==> src/hdl/brf_pkg.sv <==
// brf_pkg: shared types and constants for the byte register file alu
// no dependencies; imported by brf_ctrl, brf_dp and the top level, not by brf_ram

package brf_pkg;

  // register file geometry
  localparam int REGISTER_COUNT = 16;
  localparam int REG_AW         = $clog2(REGISTER_COUNT);
  localparam int DATA_W         = 8;
  localparam int INDEX_W        = 16;
  localparam int CMD_W          = 3;
  localparam int OP_W           = 4;

  // the last register doubles as the carry / borrow flag
  localparam logic [REG_AW-1:0] FLAG_REG = REG_AW'(REGISTER_COUNT - 1);

  // item commands; codes without a member act as read only
  typedef enum logic [CMD_W-1:0] {
    CMD_SET  = 3'd0,
    CMD_ADD  = 3'd1,
    CMD_REG  = 3'd2,
    CMD_IDX  = 3'd3,
    CMD_READ = 3'd4
  } cmd_t;

  // register-on-register operations; other codes change nothing
  typedef enum logic [OP_W-1:0] {
    OP_COPY = 4'd0,
    OP_OR   = 4'd1,
    OP_AND  = 4'd2,
    OP_XOR  = 4'd3,
    OP_ADD  = 4'd4,
    OP_SUB  = 4'd5,
    OP_SHR  = 4'd6,
    OP_SUBN = 4'd7,
    OP_SHL  = 4'd14
  } alu_op_t;

  // controller states
  typedef enum logic [2:0] {
    ST_IDLE,
    ST_READ,
    ST_EXEC,
    ST_FLAG,
    ST_DONE
  } state_t;

  // controller to datapath commands
  typedef struct packed {
    logic latch_in;  // capture the accepted transaction
    logic exec;      // operands valid: compute, write x
    logic flag_wr;   // write the flag register
    logic load_out;  // move results into the output register
  } ctl_cmd_t;

  // datapath to controller status
  typedef struct packed {
    logic flag_needed;  // current operation also writes the flag
  } ctl_sts_t;

endpackage

==> src/hdl/brf_ram.sv <==
// brf_ram: generic single-write, dual-read ram with registered read data
// no dependencies

module brf_ram #(
  parameter int WIDTH = 8,
  parameter int DEPTH = 16
) (
  input  logic                     clk,
  input  logic                     we,
  input  logic [$clog2(DEPTH)-1:0] waddr,
  input  logic [WIDTH-1:0]         wdata,
  input  logic [$clog2(DEPTH)-1:0] raddr_a,
  output logic [WIDTH-1:0]         rdata_a,
  input  logic [$clog2(DEPTH)-1:0] raddr_b,
  output logic [WIDTH-1:0]         rdata_b
);

  logic [WIDTH-1:0] mem [DEPTH];

  // write port
  always_ff @(posedge clk) begin
    if (we) begin
      mem[waddr] <= wdata;
    end
  end

  // registered read ports
  always_ff @(posedge clk) begin
    rdata_a <= mem[raddr_a];
    rdata_b <= mem[raddr_b];
  end

endmodule

==> src/hdl/brf_ctrl.sv <==
// brf_ctrl: sequencing state machine and result handshake
// depends on brf_pkg

module brf_ctrl (
  input  logic                clk,
  input  logic                rst_n,
  input  logic                in_valid,
  output logic                in_stall,
  output logic                out_valid,
  input  logic                out_stall,
  output brf_pkg::ctl_cmd_t   cmd,
  input  brf_pkg::ctl_sts_t   sts
);

  import brf_pkg::*;

  state_t state_r, state_nxt;
  logic   out_valid_r, out_valid_nxt;

  // state and result valid registers
  always_ff @(posedge clk) begin
    if (!rst_n) begin
      state_r     <= ST_IDLE;
      out_valid_r <= 1'b0;
    end else begin
      state_r     <= state_nxt;
      out_valid_r <= out_valid_nxt;
    end
  end

  // next state and commands
  always_comb begin
    state_nxt = state_r;
    cmd       = '0;
    in_stall  = 1'b1;
    unique case (state_r)
      ST_IDLE: begin
        in_stall = 1'b0;
        if (in_valid) begin
          cmd.latch_in = 1'b1;
          state_nxt    = ST_READ;
        end
      end
      ST_READ: begin
        state_nxt = ST_EXEC;
      end
      ST_EXEC: begin
        cmd.exec  = 1'b1;
        state_nxt = sts.flag_needed ? ST_FLAG : ST_DONE;
      end
      ST_FLAG: begin
        cmd.flag_wr = 1'b1;
        state_nxt   = ST_DONE;
      end
      ST_DONE: begin
        if (!out_valid_r || !out_stall) begin
          cmd.load_out = 1'b1;
          state_nxt    = ST_IDLE;
        end
      end
      default: begin
        state_nxt = ST_IDLE;
      end
    endcase
  end

  // result valid: set on load, cleared when the transaction is taken
  always_comb begin
    if (cmd.load_out) begin
      out_valid_nxt = 1'b1;
    end else if (out_valid_r && !out_stall) begin
      out_valid_nxt = 1'b0;
    end else begin
      out_valid_nxt = out_valid_r;
    end
  end

  assign out_valid = out_valid_r;

endmodule

==> src/hdl/brf_dp.sv <==
// brf_dp: register file storage, alu and result registers
// depends on brf_pkg and brf_ram

module brf_dp (
  input  logic                          clk,
  input  logic                          rst_n,
  input  brf_pkg::ctl_cmd_t             cmd,
  output brf_pkg::ctl_sts_t             sts,
  input  logic [brf_pkg::CMD_W-1:0]     in_command,
  input  logic [brf_pkg::REG_AW-1:0]    in_reg_x,
  input  logic [brf_pkg::REG_AW-1:0]    in_reg_y,
  input  logic [brf_pkg::OP_W-1:0]      in_operation,
  input  logic [brf_pkg::DATA_W-1:0]    in_immediate,
  input  logic [brf_pkg::INDEX_W-1:0]   in_index_value,
  output logic [brf_pkg::DATA_W-1:0]    out_x_value,
  output logic [brf_pkg::DATA_W-1:0]    out_y_value,
  output logic                          out_regs_equal,
  output logic [brf_pkg::DATA_W-1:0]    out_flag_value,
  output logic [brf_pkg::INDEX_W-1:0]   out_index_out
);

  import brf_pkg::*;

  // latched transaction
  cmd_t                cmd_r;
  logic [REG_AW-1:0]   x_r;
  logic [REG_AW-1:0]   y_r;
  alu_op_t             op_r;
  logic [DATA_W-1:0]   imm_r;
  logic [INDEX_W-1:0]  index_r;

  // storage side
  logic [REGISTER_COUNT-1:0] valid_r;
  logic                      x_ok_r, y_ok_r;
  logic [DATA_W-1:0]         ram_x, ram_y;
  logic [DATA_W-1:0]         vf_r;
  logic                      ram_we;
  logic [REG_AW-1:0]         ram_waddr;
  logic [DATA_W-1:0]         ram_wdata;

  // alu
  logic [DATA_W-1:0] vx, vy;
  logic [DATA_W:0]   sum;
  logic [DATA_W-1:0] new_x;
  logic              x_wr;
  logic              flag_bit;
  logic              flag_wr;

  // results after the step
  logic [DATA_W-1:0] fin_x, fin_y, fin_f;
  logic [DATA_W-1:0] res_x_r, res_y_r, res_f_r;
  logic              flag_bit_r;

  // capture the accepted transaction; index updates at once
  always_ff @(posedge clk) begin
    if (!rst_n) begin
      index_r <= '0;
    end else if (cmd.latch_in && cmd_t'(in_command) == CMD_IDX) begin
      index_r <= in_index_value;
    end
  end

  always_ff @(posedge clk) begin
    if (cmd.latch_in) begin
      cmd_r <= cmd_t'(in_command);
      x_r   <= in_reg_x;
      y_r   <= in_reg_y;
      op_r  <= alu_op_t'(in_operation);
      imm_r <= in_immediate;
    end
  end

  // register file; an entry never written reads as zero
  brf_ram #(
    .WIDTH (DATA_W),
    .DEPTH (REGISTER_COUNT)
  ) u_ram (
    .clk     (clk),
    .we      (ram_we),
    .waddr   (ram_waddr),
    .wdata   (ram_wdata),
    .raddr_a (x_r),
    .rdata_a (ram_x),
    .raddr_b (y_r),
    .rdata_b (ram_y)
  );

  always_ff @(posedge clk) begin
    if (!rst_n) begin
      valid_r <= '0;
      vf_r    <= '0;
    end else if (ram_we) begin
      valid_r[ram_waddr] <= 1'b1;
      if (ram_waddr == FLAG_REG) begin
        vf_r <= ram_wdata;
      end
    end
  end

  always_ff @(posedge clk) begin
    x_ok_r <= valid_r[x_r];
    y_ok_r <= valid_r[y_r];
  end

  assign vx  = x_ok_r ? ram_x : '0;
  assign vy  = y_ok_r ? ram_y : '0;
  assign sum = {1'b0, vx} + {1'b0, vy};

  // alu: new value of x and the flag
  always_comb begin
    new_x    = vx;
    x_wr     = 1'b0;
    flag_bit = 1'b0;
    flag_wr  = 1'b0;
    case (cmd_r)
      CMD_SET: begin
        new_x = imm_r;
        x_wr  = 1'b1;
      end
      CMD_ADD: begin
        new_x = vx + imm_r;
        x_wr  = 1'b1;
      end
      CMD_REG: begin
        x_wr = 1'b1;
        unique case (op_r)
          OP_COPY: new_x = vy;
          OP_OR:   new_x = vx | vy;
          OP_AND:  new_x = vx & vy;
          OP_XOR:  new_x = vx ^ vy;
          OP_ADD: begin
            new_x    = sum[DATA_W-1:0];
            flag_bit = sum[DATA_W];
            flag_wr  = 1'b1;
          end
          OP_SUB: begin
            new_x    = vx - vy;
            flag_bit = (vx >= vy);
            flag_wr  = 1'b1;
          end
          OP_SUBN: begin
            new_x    = vy - vx;
            flag_bit = (vy >= vx);
            flag_wr  = 1'b1;
          end
          OP_SHR: begin
            new_x    = {1'b0, vx[DATA_W-1:1]};
            flag_bit = vx[0];
            flag_wr  = 1'b1;
          end
          OP_SHL: begin
            new_x    = {vx[DATA_W-2:0], 1'b0};
            flag_bit = vx[DATA_W-1];
            flag_wr  = 1'b1;
          end
          default: begin
            x_wr = 1'b0;
          end
        endcase
      end
      default: begin
        x_wr = 1'b0;
      end
    endcase
  end

  assign sts.flag_needed = flag_wr;

  // ram write: x during exec, then the flag so that it lands last
  always_comb begin
    ram_we    = 1'b0;
    ram_waddr = x_r;
    ram_wdata = new_x;
    if (cmd.exec) begin
      ram_we = x_wr;
    end else if (cmd.flag_wr) begin
      ram_we    = 1'b1;
      ram_waddr = FLAG_REG;
      ram_wdata = {{(DATA_W-1){1'b0}}, flag_bit_r};
    end
  end

  // register values as they stand after both writes
  always_comb begin
    fin_x = x_wr ? new_x : vx;
    if (flag_wr && x_r == FLAG_REG) begin
      fin_x = {{(DATA_W-1){1'b0}}, flag_bit};
    end
    if (y_r == x_r) begin
      fin_y = fin_x;
    end else if (flag_wr && y_r == FLAG_REG) begin
      fin_y = {{(DATA_W-1){1'b0}}, flag_bit};
    end else begin
      fin_y = vy;
    end
    if (flag_wr) begin
      fin_f = {{(DATA_W-1){1'b0}}, flag_bit};
    end else if (x_wr && x_r == FLAG_REG) begin
      fin_f = new_x;
    end else begin
      fin_f = vf_r;
    end
  end

  always_ff @(posedge clk) begin
    if (cmd.exec) begin
      res_x_r    <= fin_x;
      res_y_r    <= fin_y;
      res_f_r    <= fin_f;
      flag_bit_r <= flag_bit;
    end
  end

  // output register
  always_ff @(posedge clk) begin
    if (cmd.load_out) begin
      out_x_value    <= res_x_r;
      out_y_value    <= res_y_r;
      out_regs_equal <= (res_x_r == res_y_r);
      out_flag_value <= res_f_r;
      out_index_out  <= index_r;
    end
  end

endmodule

==> src/hdl/byte_register_file_alu.sv <==
// byte_register_file_alu: top level, sixteen byte registers, index register and alu
// depends on brf_pkg, brf_ctrl, brf_dp (which holds brf_ram)
//
//   channel | direction | handshake            | payload
//   in_     | input     | in_valid / in_stall   | command, reg_x, reg_y, operation,
//           |           |                      | immediate, index_value
//   out_    | output    | out_valid / out_stall | x_value, y_value, regs_equal,
//           |           |                      | flag_value, index_out
//
// each transaction passes through accept, ram read, execute and write x, flag write
// (only when the operation also writes the flag) and load output register.
// the single ram write port is why flag operations need the separate flag write step.
// rst_n is synchronous; all registers and the index read as zero after reset.
// a result waiting under out_stall stays in the output register while the
// next transaction is accepted and run; it waits only at the final load.

module byte_register_file_alu (
  input  logic                          clk,
  input  logic                          rst_n,
  input  logic                          in_valid,
  output logic                          in_stall,
  input  logic [brf_pkg::CMD_W-1:0]     in_command,
  input  logic [brf_pkg::REG_AW-1:0]    in_reg_x,
  input  logic [brf_pkg::REG_AW-1:0]    in_reg_y,
  input  logic [brf_pkg::OP_W-1:0]      in_operation,
  input  logic [brf_pkg::DATA_W-1:0]    in_immediate,
  input  logic [brf_pkg::INDEX_W-1:0]   in_index_value,
  output logic                          out_valid,
  input  logic                          out_stall,
  output logic [brf_pkg::DATA_W-1:0]    out_x_value,
  output logic [brf_pkg::DATA_W-1:0]    out_y_value,
  output logic                          out_regs_equal,
  output logic [brf_pkg::DATA_W-1:0]    out_flag_value,
  output logic [brf_pkg::INDEX_W-1:0]   out_index_out
);

  import brf_pkg::*;

  ctl_cmd_t cmd;
  ctl_sts_t sts;

  // sequencing
  brf_ctrl u_ctrl (
    .clk       (clk),
    .rst_n     (rst_n),
    .in_valid  (in_valid),
    .in_stall  (in_stall),
    .out_valid (out_valid),
    .out_stall (out_stall),
    .cmd       (cmd),
    .sts       (sts)
  );

  // storage and arithmetic
  brf_dp u_dp (
    .clk            (clk),
    .rst_n          (rst_n),
    .cmd            (cmd),
    .sts            (sts),
    .in_command     (in_command),
    .in_reg_x       (in_reg_x),
    .in_reg_y       (in_reg_y),
    .in_operation   (in_operation),
    .in_immediate   (in_immediate),
    .in_index_value (in_index_value),
    .out_x_value    (out_x_value),
    .out_y_value    (out_y_value),
    .out_regs_equal (out_regs_equal),
    .out_flag_value (out_flag_value),
    .out_index_out  (out_index_out)
  );

endmodule

==> config.mk <==
export PLATFORM = sky130hd
export DESIGN_NAME = byte_register_file_alu
export DESIGN_NICKNAME = d
export VERILOG_FILES = /design/src/hdl/brf_pkg.sv /design/src/hdl/brf_ram.sv /design/src/hdl/brf_ctrl.sv /design/src/hdl/brf_dp.sv /design/src/hdl/byte_register_file_alu.sv
export SDC_FILE = /design/constraint.sdc
export NUM_CORES = 1
export LEC_CHECK = 0
export ABC_AREA = 1
export BUFFER_PORTS_ARGS = -buffer_cell sky130_fd_sc_hd__buf_4
export CAP_MARGIN = 5
export CORE_MARGIN = 3
export CORE_UTILIZATION = 40
export DETAILED_ROUTE_END_ITERATION = 7
export PLACE_DENSITY = 0.63
export SKIP_LAST_GASP = 1
export SLEW_MARGIN = 10
export SYNTH_ARGS = -nofsm -noshare
export SYNTH_HDL_FRONTEND = slang
export SYNTH_SLANG_ARGS = --single-unit
export TNS_END_PERCENT = 1
==> constraint.sdc <==
create_clock -name clk -period 4.3 [get_ports clk]
set_clock_uncertainty 0.2 [all_clocks]
set_input_delay 0.43 -clock clk [delete_from_list [all_inputs] [get_ports clk]]
set_output_delay 0.43 -clock clk [all_outputs]
set_load 0.1 [all_outputs]
Word-level counts from Yosys, hierarchy flattened
Memories as Yosys holds them, arrays and structs flattened. A register that Yosys moved wholly into a read port is not among the register bits.
Cells that the tools add are included.
{"block": "totals", "inputBits": 43, "mem_bits_rw": 128, "wordCells": 120, "memories": 1, "regBits": 135}
{"name": "u_dp.u_ram.mem", "depth": 16, "width": 8, "rd": 2, "rd_clocked_by_memory_dff": 2, "wr": 1, "line": "brf_ram.sv:18", "text": "logic [WIDTH-1:0] mem [DEPTH];"}
{"block": "classes", "muxes": 43, "addsub": 4, "n_eq_ne": 22, "reduce_logical": 18, "bitwise_logic": 4, "magnitude_cmp": 6}
{"op": "$mux 8", "n": 9}
{"op": "$pmux 8 s9", "n": 1}
{"op": "$pmux 8 s3", "n": 1}
{"op": "$mux 1", "n": 21}
{"op": "$eq 4x3->1 const B", "n": 4}
{"op": "$eq 4x4->1 const B", "n": 4}
{"op": "$ge 8x8->1", "n": 2}
{"op": "$or 16x16->16", "n": 1}
{"op": "$sub 8x8->8", "n": 2}
{"op": "$lt 4x5->1 const B", "n": 3}
{"op": "$pmux 3 s5", "n": 1}
{"op": "$eq 3x2->1 const B", "n": 4}
{"op": "$add 8x8->9", "n": 1}
{"op": "$mux 3", "n": 3}
{"op": "$reduce_or 9->1", "n": 1}
{"op": "$add 8x8->8", "n": 1}
{"op": "$and 8x8->8", "n": 1}
{"op": "$bmux 1 s4", "n": 2}
{"op": "$eq 4x2->1 const B", "n": 2}
{"op": "$eq 8x8->1", "n": 1}
{"op": "$mux 4", "n": 2}
{"op": "$or 8x8->8", "n": 1}
{"op": "$xor 8x8->8", "n": 1}
{"op": "$eq 3x1->1 const B", "n": 2}
{"op": "other kinds (18)", "n": 26}

Longest topological paths before layout
{"block": "logic_depth", "depth_word": 9, "ltp_mapped": 20, "ltp_nobuf": 19}

Hierarchy
A second synthesis with hierarchy kept.
{"block": "hier_totals", "hier_cells": 1769, "area_unflattened_um2": 14879.3}
{"mod": "brf_dp", "area_each_um2": 7393.3, "seq_area_each_um2": 3513.4, "instances": 1, "cells_each": 883}
{"mod": "brf_ram", "area_each_um2": 7257.0, "seq_area_each_um2": 4164.0, "instances": 1, "cells_each": 851}
{"mod": "brf_ctrl", "area_each_um2": 229.0, "seq_area_each_um2": 80.1, "instances": 1, "cells_each": 35}

Least setup slack after synthesis
OpenSTA, ideal clock, no wires.
{"block": "synth_timing", "path_kind": "reg-to-reg", "from": "reg u_ctrl.state_r[0]", "to": "reg u_dp.index_r[10]", "synth_period_minus_slack_ns": 3.627, "arrival_time_ns": 3.362, "t_required_ns": 4.035, "stages_incl_launch_ff": 9, "setup_ns": 0.065, "slack_ns": 0.673, "cell_sequence": "dfxtp_1 nor2_1 nand2_1 nor2_1 nand4_1 inv_1 buf_2 nor2_1 nor2_1"}
{"element": "start, declared", "line": "brf_ctrl.sv:17", "text": "state_t state_r, state_nxt;"}
{"element": "start signal, assigned", "line": "brf_ctrl.sv:26", "text": "state_r <= state_nxt;"}
{"element": "end signal, assigned", "line": "brf_dp.sv:59", "text": "index_r <= in_index_value;"}
{"element": "end, declared", "line": "brf_dp.sv:30", "text": "logic [INDEX_W-1:0] index_r;"}

Final worst setup path
{"block": "layout_timing", "from": "reg u_dp.x_ok_r", "to": "mem u_dp.u_ram.mem[4][6] (data pin)"}
{"block": "layout_via", "elab_chain_len": 6}
{"element": "start, declared", "line": "brf_dp.sv:34", "text": "logic x_ok_r, y_ok_r;"}
{"element": "start signal, assigned", "line": "brf_dp.sv:101", "text": "x_ok_r <= valid_r[x_r];"}
{"element": "$mux 8 *", "line": "brf_dp.sv:105", "text": "assign vx = x_ok_r ? ram_x : '0;"}
{"element": "$sub 8x8->8, or another cell as far along", "line": "brf_dp.sv:142", "text": "new_x = vy - vx;"}
{"element": "$pmux 8 s9", "line": "brf_dp.sv:126", "text": "unique case (op_r)"}
{"element": "$pmux 8 s3 *", "line": "brf_dp.sv:115", "text": "case (cmd_r)"}
{"element": "$mux 8", "line": "brf_dp.sv:176", "text": "end else if (cmd.flag_wr) begin"}
{"element": "$mux 8 *", "line": "brf_dp.sv:174", "text": "if (cmd.exec) begin"}
{"element": "via u_dp.ram_wdata[6]", "line": "brf_dp.sv:39", "text": "logic [DATA_W-1:0] ram_wdata;"}
{"element": "end, declared", "line": "brf_ram.sv:18"}
The timed path passes the listed nets; every way through them passes the cells marked *.

==> out/qor.csv <==
metric,value,unit
status,completed,
cts_buffers,31,
fin_cells,2109,
avgSynthCellArea,9.26,um^2
row_count,67,
postCtsResizedCells,0,
finalPower,7.53,mW
path_cells,buf_4 > nand2_1 > inv_1 > ha_1 > inv_1 > ha_1 > nor2_1 > inv_1 > a21oi_2 > o21ai_0 > nand2_1 > nand3_1 > nand4_1 > nand2_1 > nand2_1 > nand2_1 > inv_1,
r2r-end,u_dp.u_ram.mem[4][6],
nets,1718,
crit_path_start,u_dp.x_ok_r,
slowest_delay,0.45,ns
hold_violations,0,
post-cts-setup-buffers,0,
synthDominantCellAreaShare,46.5,%
drv_slew,0,
min_from,rst_n,
synthCells,1514,
dp_hpwl,28900,um
hold_path_depth,3,
core_area,34000,um^2
cts_hold_buf,41,
multiInputGateArea,5250,um^2
power_density,454,nW/um^2
drc_errors,0,
vdd_drop_max,0.000322,V
drt_first_pass_iters,5,
dr.first_iter.drc_count,1185,
gp_congestion,0.928,
yosysMostFrequentCell,edfxtp_1,
die_area,37300,um^2
relSlewSlack,32.1,%
grt_usage,21.8,%
ys_async_sr_fraction,0,%
synthTopCellsByArea,"edfxtp_1 (46%), dfxtp_1 (8.9%), o21ai_0 (7.6%)",
ctsLongestPathBuffers,3,
timing.rr.start,u_dp.x_ok_r,
yosysUniqueCellTypes,53,
clk_latency,0.59,ns
syn_nets,1596,
rsz0062_at_grt,no,
die_w,193,um
yosysSeqAreaShare,55.3,%
route.antenna.remaining_nets,0,
tightest_slew,1.01,ns
dpl.cell_count,2010,
regArea,7760,um^2
finalCriticalPeriod,3.69,ns
setup_viol,0,
port_buffers,85,
grt_pass1_wl,64500,um
htreeDepth,1,
startpoint_type,flip-flop,
yosysTopAreaCell,edfxtp_1,
routedWlPerCell,20.0,um
clkTransAtPathRegs,0.06,ns
cp_data_arrival_time,3.82,ns
worstPathMaxFanout,16,
r2r_setup_slack,0.61,ns
vias,11539,
synthFlopType,edfxtp_1,
diodes,0,
drive_above_1_share,12.9,%
cts_tree,built,
start_util,41.2,%
setup-tns-final,0,ns
fmax,271,MHz
crit_type,flip-flop to flip-flop,
yosysWarnings,0,
cp.required,4.43,ns
grt_max_degree,73,
worst_path_max_delay_cell,dfxtp_1,
synth_area,14000,um^2
synthTopCellsByCount,"edfxtp_1 (217), o21ai_0 (213), nand2_1 (187), inv_1 (171), nor2_1 (144)",
crit_path_end_kind,flip-flop,
die_y,193,um
area_delta_synth_final,18.4,%
first_global_vias,10944,
cts-root-buf,clkbuf_16,
antenna_found_initial,1,
routed_via_density,5.47,
cpMostUsedCell,nand2_1,
maxCapViolCount,0,
grt.overflow.total,0,
fillCellCount,3194,
p_leak,6.69,nW
r2r_cells,17,
post-route-period-util,85.9,%
wl,42200,um
hold_path_class,primary input to flip-flop,
synth-seq-cells,279,
ios,86,
cts.sinks,279,
synth-edff-count,217,
min_to,u_dp.vf_r[6],
-- flip-flops by register name (all words and copies together), names as in the netlist, 16 cells and up --
| name | count |
|---|---|
| u_dp.index_r | 16 |
| u_dp.out_index_out | 16 |
| u_dp.valid_r | 16 |
| u_dp.u_ram.mem | 128 |
-- kinds of logic after synthesis --
family / after synthesis / synth area share (%)
xor+xnor: 12 / 0.750
simple gates: 467 / 15.0
compound gates: 457 / 18.1
fa+ha+maj: 39 / 3.48
mux: 1 / 0.0714
buf+inv: 259 / 7.34
flops: 279 / 55.3
-- critical path: cells and delay by family (launching register included) --
family                   cells  cell delay (ns)
AO/OA/AOI/OAI                2             0.35
adder cells (fa/ha/maj)      2             0.43
buffers and inverters        5             0.98
AND/OR/NAND/NOR              8             1.02
flip-flops                   1             0.45
-- cell usage in the layout (no fill, tap or decap), types with 5 or more instances in the layout --
| cell | netlist | layout |
|---|---|---|
| edfxtp_1 | 217 | 217 |
| o21ai_0 | 213 | 213 |
| nand2_1 | 187 | 187 |
| inv_1 | 171 | 171 |
| nor2_1 | 144 | 141 |
| a21oi_1 | 134 | 134 |
| buf_4 | 2 | 121 |
| nand3_1 | 86 | 86 |
| dfxtp_1 | 62 | 62 |
| dlygate4sd3_1 | 0 | 41 |
| ha_1 | 39 | 39 |
| clkbuf_16 | 0 | 31 |
| o22ai_1 | 19 | 19 |
| o211ai_1 | 18 | 18 |
| o21ai_1 | 17 | 17 |
| o221ai_1 | 14 | 14 |
| o21a_1 | 14 | 14 |
| nand4_1 | 13 | 13 |
| xnor2_1 | 11 | 11 |
| clkbuf_1 | 43 | 10 |
| inv_2 | 9 | 9 |
| nor3_1 | 9 | 9 |
| nand2_4 | 7 | 7 |
| clkinv_1 | 3 | 6 |
| nand2_2 | 5 | 5 |
| nor3_2 | 5 | 5 |
| clkbuf_8 | 0 | 5 |
-- layer usage --
| layer | routed length, um | vias up | track usage, % |
|---|---|---|---|
| li1 | - | 5511 | - |
| met1 | 17400 | 5406 | 29.3 |
| met2 | 19600 | 520 | 35.5 |
| met3 | 3260 | 102 | 3.24 |
| met4 | 2030 | 0 | 9.40 |
| met5 | 0 | - | 0 |
-- report_power, final --
part | internal (mW) | leakage (nW) | switching (mW)
Sequential | 3.12 | 2.50 | 0.0890
Clock | 1.54 | 0.497 | 1.08
Combinational | 0.473 | 3.69 | 1.23
Total | 5.13 | 6.69 | 2.40
-- how the worst max path moves through the flow --
stage                                end  cells past startpoint
finish              u_dp.u_ram.mem[4][6]                     17
global route        u_dp.u_ram.mem[6][6]                     17
CTS                 u_dp.u_ram.mem[4][6]                     17
detailed placement  u_dp.u_ram.mem[2][6]                     17
global placement    u_dp.u_ram.mem[2][6]                     17
floorplan               u_dp.index_r[10]                      8
-- metrics by stage --
| stage | setup slack [ns] | util (%) | cell area (um^2) | hold slack (ns) |
|---|---|---|---|---|
| 6_report | 0.605 | 48.8 | 16600 | 0.111 |
| 5_1_grt | 0.293 | 48.8 | 16600 | 0.118 |
| 4_1_cts | 0.683 | 48.8 | 16600 | 0.0806 |
| 3_5_place_dp | 0.714 | 44.6 | 15200 | 0.210 |
| 3_3_place_gp | 0.749 | 44.6 | 15200 | 0.205 |
| 2_1_floorplan | 0.673 | - | 14000 | 0.200 |
-- area by class of cell --
| class | instances | share of cell area, % |
|---|---|---|
| flip-flops and latches | 279 | 46.7 |
| clock inverters | 12 | 0.776 |
| inverters | 186 | 4.25 |
| clock buffers | 46 | 5.31 |
| repair buffers | 162 | 7.95 |
| well taps | 448 | 3.38 |
| multi-input cells | 976 | 31.6 |
Power figures use the tool's default switching activity.
